[src/swmm_pkg.sv]
// Package for the sliding window min/max unit.
// Holds sizing constants, payload and control structs, and the window length clamp.
// No dependencies.
package swmm_pkg;

    localparam int WINDOW_MAX = 256;
    localparam int DATA_W     = 32;
    localparam int LEN_W      = 9;
    localparam int ADDR_W     = $clog2(WINDOW_MAX);
    localparam int CNT_W      = $clog2(WINDOW_MAX + 1);
    localparam int POS_W      = $clog2(2 * WINDOW_MAX);

    typedef struct packed {
        logic signed [DATA_W-1:0] sample;
        logic                     stream_start;
    } swmm_in_t;

    typedef struct packed {
        logic signed [DATA_W-1:0] window_min;
        logic signed [DATA_W-1:0] window_max;
    } swmm_out_t;

    // Controller to datapath commands
    typedef struct packed {
        logic load;        // capture the incoming sample
        logic clear;       // empty both queues, zero position and fill count
        logic drop_front;  // drop front entry if it has aged out
        logic trim_back;   // drop back entry if the sample dominates it
        logic push;        // append sample, advance position and fill count
    } swmm_cmd_t;

    // Datapath to controller status
    typedef struct packed {
        logic dominated;   // either queue still has a dominated back entry
        logic result_due;  // window is full
    } swmm_stat_t;

    // Per-queue status
    typedef struct packed {
        logic expired;
        logic dominated;
    } swmm_dq_stat_t;

    // Zero acts as one, anything above WINDOW_MAX saturates.
    function automatic logic [CNT_W-1:0] eff_len(input logic [LEN_W-1:0] w);
        logic [CNT_W-1:0] r;
        if (w == '0) begin
            r = CNT_W'(1);
        end else if (32'(w) > WINDOW_MAX) begin
            r = CNT_W'(WINDOW_MAX);
        end else begin
            r = CNT_W'(w);
        end
        return r;
    endfunction

endpackage

[src/swmm_ctrl.sv]
// Controller FSM: sequences front drop, back pops, push and result hand-off.
// Depends on swmm_pkg.
module swmm_ctrl (
    input  logic                 aclk,
    input  logic                 aresetn,
    input  logic                 s_valid,
    input  logic                 s_start,
    input  logic                 cfg_we,
    input  swmm_pkg::swmm_stat_t stat,
    input  logic                 out_free,
    output logic                 s_ready,
    output logic                 load_out,
    output swmm_pkg::swmm_cmd_t  cmd
);
    import swmm_pkg::*;

    localparam logic [1:0] ST_IDLE   = 2'd0;
    localparam logic [1:0] ST_DROP   = 2'd1;
    localparam logic [1:0] ST_POP    = 2'd2;
    localparam logic [1:0] ST_FINISH = 2'd3;

    logic [1:0] state_reg, state_next;

    always_comb begin
        state_next = state_reg;
        cmd        = '0;
        s_ready    = 1'b0;
        load_out   = 1'b0;
        case (state_reg)
            ST_IDLE: begin
                s_ready   = 1'b1;
                cmd.clear = cfg_we || (s_valid && s_start);
                if (s_valid) begin
                    cmd.load   = 1'b1;
                    state_next = ST_DROP;
                end
            end
            ST_DROP: begin
                cmd.drop_front = 1'b1;
                state_next     = ST_POP;
            end
            ST_POP: begin
                if (stat.dominated) begin
                    cmd.trim_back = 1'b1;
                end else begin
                    cmd.push   = 1'b1;
                    state_next = ST_FINISH;
                end
            end
            ST_FINISH: begin
                if (!stat.result_due) begin
                    state_next = ST_IDLE;
                end else if (out_free) begin
                    load_out   = 1'b1;
                    state_next = ST_IDLE;
                end
            end
            default: begin
                state_next = ST_IDLE;
            end
        endcase
    end

    always_ff @(posedge aclk) begin
        if (!aresetn) begin
            state_reg <= ST_IDLE;
        end else begin
            state_reg <= state_next;
        end
    end

endmodule

[config.mk]
export PLATFORM = sky130hd
export DESIGN_NAME = swmm_ctrl
export DESIGN_NICKNAME = d
export VERILOG_FILES = /design/src/swmm_pkg.sv /design/src/swmm_ctrl.sv
export SDC_FILE = /design/constraint.sdc
export NUM_CORES = 1
export LEC_CHECK = 0
export BUFFER_PORTS_ARGS = -buffer_cell sky130_fd_sc_hd__buf_2
export CAP_MARGIN = 20
export CORE_AREA = 3 3 40 42
export CTS_BUF_LIST = sky130_fd_sc_hd__clkbuf_8 sky130_fd_sc_hd__clkbuf_16
export DETAILED_ROUTE_END_ITERATION = 6
export DIE_AREA = 0 0 43 45
export GPL_ROUTABILITY_DRIVEN = 0
export GPL_TIMING_DRIVEN = 0
export PLACE_DENSITY_LB_ADDON = 0.15
export REMOVE_ABC_BUFFERS = 1
export SLEW_MARGIN = 20
export SYNTH_ARGS = -nofsm -noshare
export SYNTH_HDL_FRONTEND = slang
export SYNTH_SLANG_ARGS = --single-unit
[constraint.sdc]
create_clock -name aclk -period 1.45 [get_ports aclk]
set_input_delay 0.29 -clock aclk [delete_from_list [all_inputs] [get_ports aclk]]
set_output_delay 0.29 -clock aclk [all_outputs]
set_load 0.05 [all_outputs]
# == Word-level counts from Yosys, hierarchy flattened ==
# Index checks and enable logic that the tools add are counted.
# totals
output_inout_bits,7
input_bits,8
word_cells,26
regBits,2
# classes
n_reduce_logical,4
eq_ne,6
n_mux,15
# ops
operator,count
2-bit 2-to-1 mux,6
1-bit 2-to-1 mux,8
2-bit case mux with 4 select lines,1
"2-bit equality test, second input constant",2
"2-bit inequality test, second input constant",2
"3-bit inequality test, second input constant",1
3-bit AND reduction,1
"2-bit by 1-bit equality test with 1-bit output, second input constant",1
2-bit logical NOT,1
1-bit logical AND,1
1-bit logical OR,1

# == Logic depth before layout (Yosys ltp) ==
# logic_depth
ltp_word,3
mapped_depth,5
depth_no_buf,5

# == Least setup slack after synthesis ==
# Ideal clock, no wire load.
# synth_path
path_type,register -> output
startpoint,register state_reg[0]
endpoint,output port cmd[3] (netlist name)
setup_slack_ns,-0.555
required_time_ns,1.160
arrival_ns,1.715
path_buffers,0
path_stages_with_launch,5
path_cell_list,dfxtp_1 > inv_1 > ha_1 > inv_1 > nor2_1
# synth_lines
item,line_no,rtl
start: declaration,swmm_ctrl.sv:22,"logic [1:0] state_reg, state_next;"
start signal: assignment,swmm_ctrl.sv:68,state_reg <= state_next;
end: declaration,swmm_ctrl.sv:13,output swmm_pkg::swmm_cmd_t cmd

==> key figures <==
Finish
  • Non-filler cells, final: 58
  • Max reg flops: 2
  • Filler cells: 143
  • Inserted Diodes: 0
  • Layout Nets: 58
  • Fraction of layout cells with a size suffix above 1: 0.6744
  • Final design utilization: 0.3135
  • Area delta synth->final: 96.34%

Synthesis
  • Syn Area/Cell: 8.208 sq um
  • Post-synth cell types: 12
  • Syn Std Cell Area: 205.2 sq um
  • Syn Inst Count: 25
  • Sequential area share after synthesis: 0.1951
  • Syn. warnings: 0
  • Synth Register Bits: 2

Global route
  • Total track usage: 0.06977
  • Congestion Overflow GR: 0
  • Vias in the first global route: 221
  • First-pass GRT wire length: 952 microns
  • Initial antenna violation count: 0
  • Pin count of the biggest net entering global routing: 5

Timing
  • Slew margin rel.: 0.8398
  • RSZ-0062 raised after global routing: yes
  • Setup_tns: 0 ns
  • Final setup vio count: 0
  • Max Clk Rate: 0.7060 GHz
  • Fin. Hold Viols: 0
  • Final Skew: 0.003775 ns
  • Max-slew violations: 0
  • Minimum clock period: 1.416 ns
  • Actual slew at the worst max-slew pin: 0.2403 ns
  • Final worst path period share: 0.9768

Setup path
  • Worst Path Arrival: 1.13 ns
  • Critical path class: reg -> out
  • CP max-delay cell: dfxtp_2
  • CP Buf/Inv Count: 2
  • Crit Path Max Fanout: 3
  • Required @ worst endpoint: 1.16 ns
  • Critical path cell sequence: inv_2, ha_2, nor2b_4, buf_6
  • Worst path max stage delay: 0.32 ns
  • CP top delay family: flip-flops
  • Crit. End Element: primary output
  • Startpoint type of the worst setup path: register

Clock network
  • Clock Path Buffers: 2
  • CTS buffer count: 3
  • Clk sink count: 2
  • Htree depth: 1
  • Clk slew on worst S/H paths: 0.03 ns
  • Root Driver: clkbuf_8
  • CTS tree: built
  • Clock Latency Late Sink: 0.21 ns

Route
  • DRT iter0 DRCs: 1
  • Via count: 237
  • DR pass1 iterations: 2
  • Wire per inst: 9.466 microns
  • Final wirelength: 549 microns
  • Final ANT Viol Nets: 0
  • Residual DRC: 0
  • Via density: 4.086

Power
  • Peak VDD IR: 0.7825 mV
  • Pwr Density: 2570 nW/um^2
  • Pwr Total: 1036 uW
  • P_leak: 0.0002036 uW

Place
  • HPWL after detailed placement: 421.7 microns
  • Port Buffers: 14
  • Placed insts: 54

Floorplanning
  • Boundary pin count: 15
  • Std-Cell Rows: 13
  • Die ar.: 1935 sq um
  • Die H: 45 microns
  • Std-Cell Core Area: 1285 sq um
  • Starting Density: 0.1597
  • Die Width: 43 microns

Outcome
  • Run status: completed

Run
  • Max-cap violations: 0

Min path
  • Worst Hold Class: in -> reg
metal layers:
metal | wire (microns) | global-route usage
met5 | 0 | 0
met4 | 8 | 0.05422
met2 | 242 | 0.1048
met1 | 213 | 0.07416
met3 | 85 | 0.03586
metrics by stage:
step | instance area [sq um] | hold WS (ns) | worst slack, ns
after floorplan | 205.2 | 0.4355 | -0.5547
after global placement | 294.0 | 0.5059 | 0.1008
final | 402.9 | 0.3601 | 0.03365
after global routing | 402.9 | 0.3758 | -0.03224
after CTS | 367.9 | 0.3603 | 0.01092
after detailed placement | 294.0 | 0.5062 | 0.08784
worst min-delay path, delay by kind of cell:
family                 cells  cell delay [ns]
and+or+nand+nor            1             0.06
muxes                      1             0.05
buffers and inverters      1             0.12
where the power goes:
part | switching, uW | internal (uW)
Sequential | 33.9 | 89.1
Clock | 41.0 | 175
Combinational | 446 | 250
Total | 521 | 514
layout by cell type (no fill, tap or decap), types with 2 or more instances in the layout:
cell type and count:
buf_2 9, nand2_1 4, buf_6 4, ha_1 3
clkbuf_8 3, inv_1 2, mux2i_1 2, buf_4 2
dfxtp_2 2
layout make-up:
cell class | instances | area [sq um] | area share
Clock buffer | 3 | 41.29 | 0.1025
Inverter | 4 | 17.52 | 0.04348
Multi-Input combinational cell | 19 | 177.7 | 0.4410
Sequential cell | 2 | 42.54 | 0.1056
Tap cell | 15 | 18.77 | 0.04658
Timing Repair Buffer | 15 | 105.1 | 0.2609
repair_timing:
item,CTS,global route
buffers inserted,1,0
endpoints found under the setup margin,5,5
hold buffers,0,0
gates resized for setup,12,10
pin swaps,2,1
worst paths after layout:
check | depth (start not counted) | slack [ns] | endpoint | startpoint
max | 4 | 0.03 | cmd[0] | state_reg[0]
min | 3 | 0.36 | state_reg[1] | aresetn
max reg2reg | 5 | 0.30 | state_reg[0] | state_reg[0]
min reg2reg | 2 | 0.50 | state_reg[1] | state_reg[1]
synth_stat cells, drive strengths merged:
master	count	share of area
dfxtp	2	0.20
inv	4	0.073
nor2b	1	0.031
a21oi	1	0.024
and2	1	0.037
and3	1	0.031
o21ai	1	0.024
ha	5	0.30
o221ai	1	0.073
nor2	1	0.018
nand2	5	0.091
mux2i	2	0.098
logic make-up (layout without fill, tap and decap cells):
kind of cell,Yosys count,count (layout),share of synthesized area
buffers and inverters,4,22,0.07315
DFF,2,2,0.1951
and+or+nand+nor,9,9,0.2074
adders and majority gates,5,5,0.3049
AOI/OAI and AO/OA,3,3,0.1219
muxes,2,2,0.09756
(Power assumes the default switching activity.)
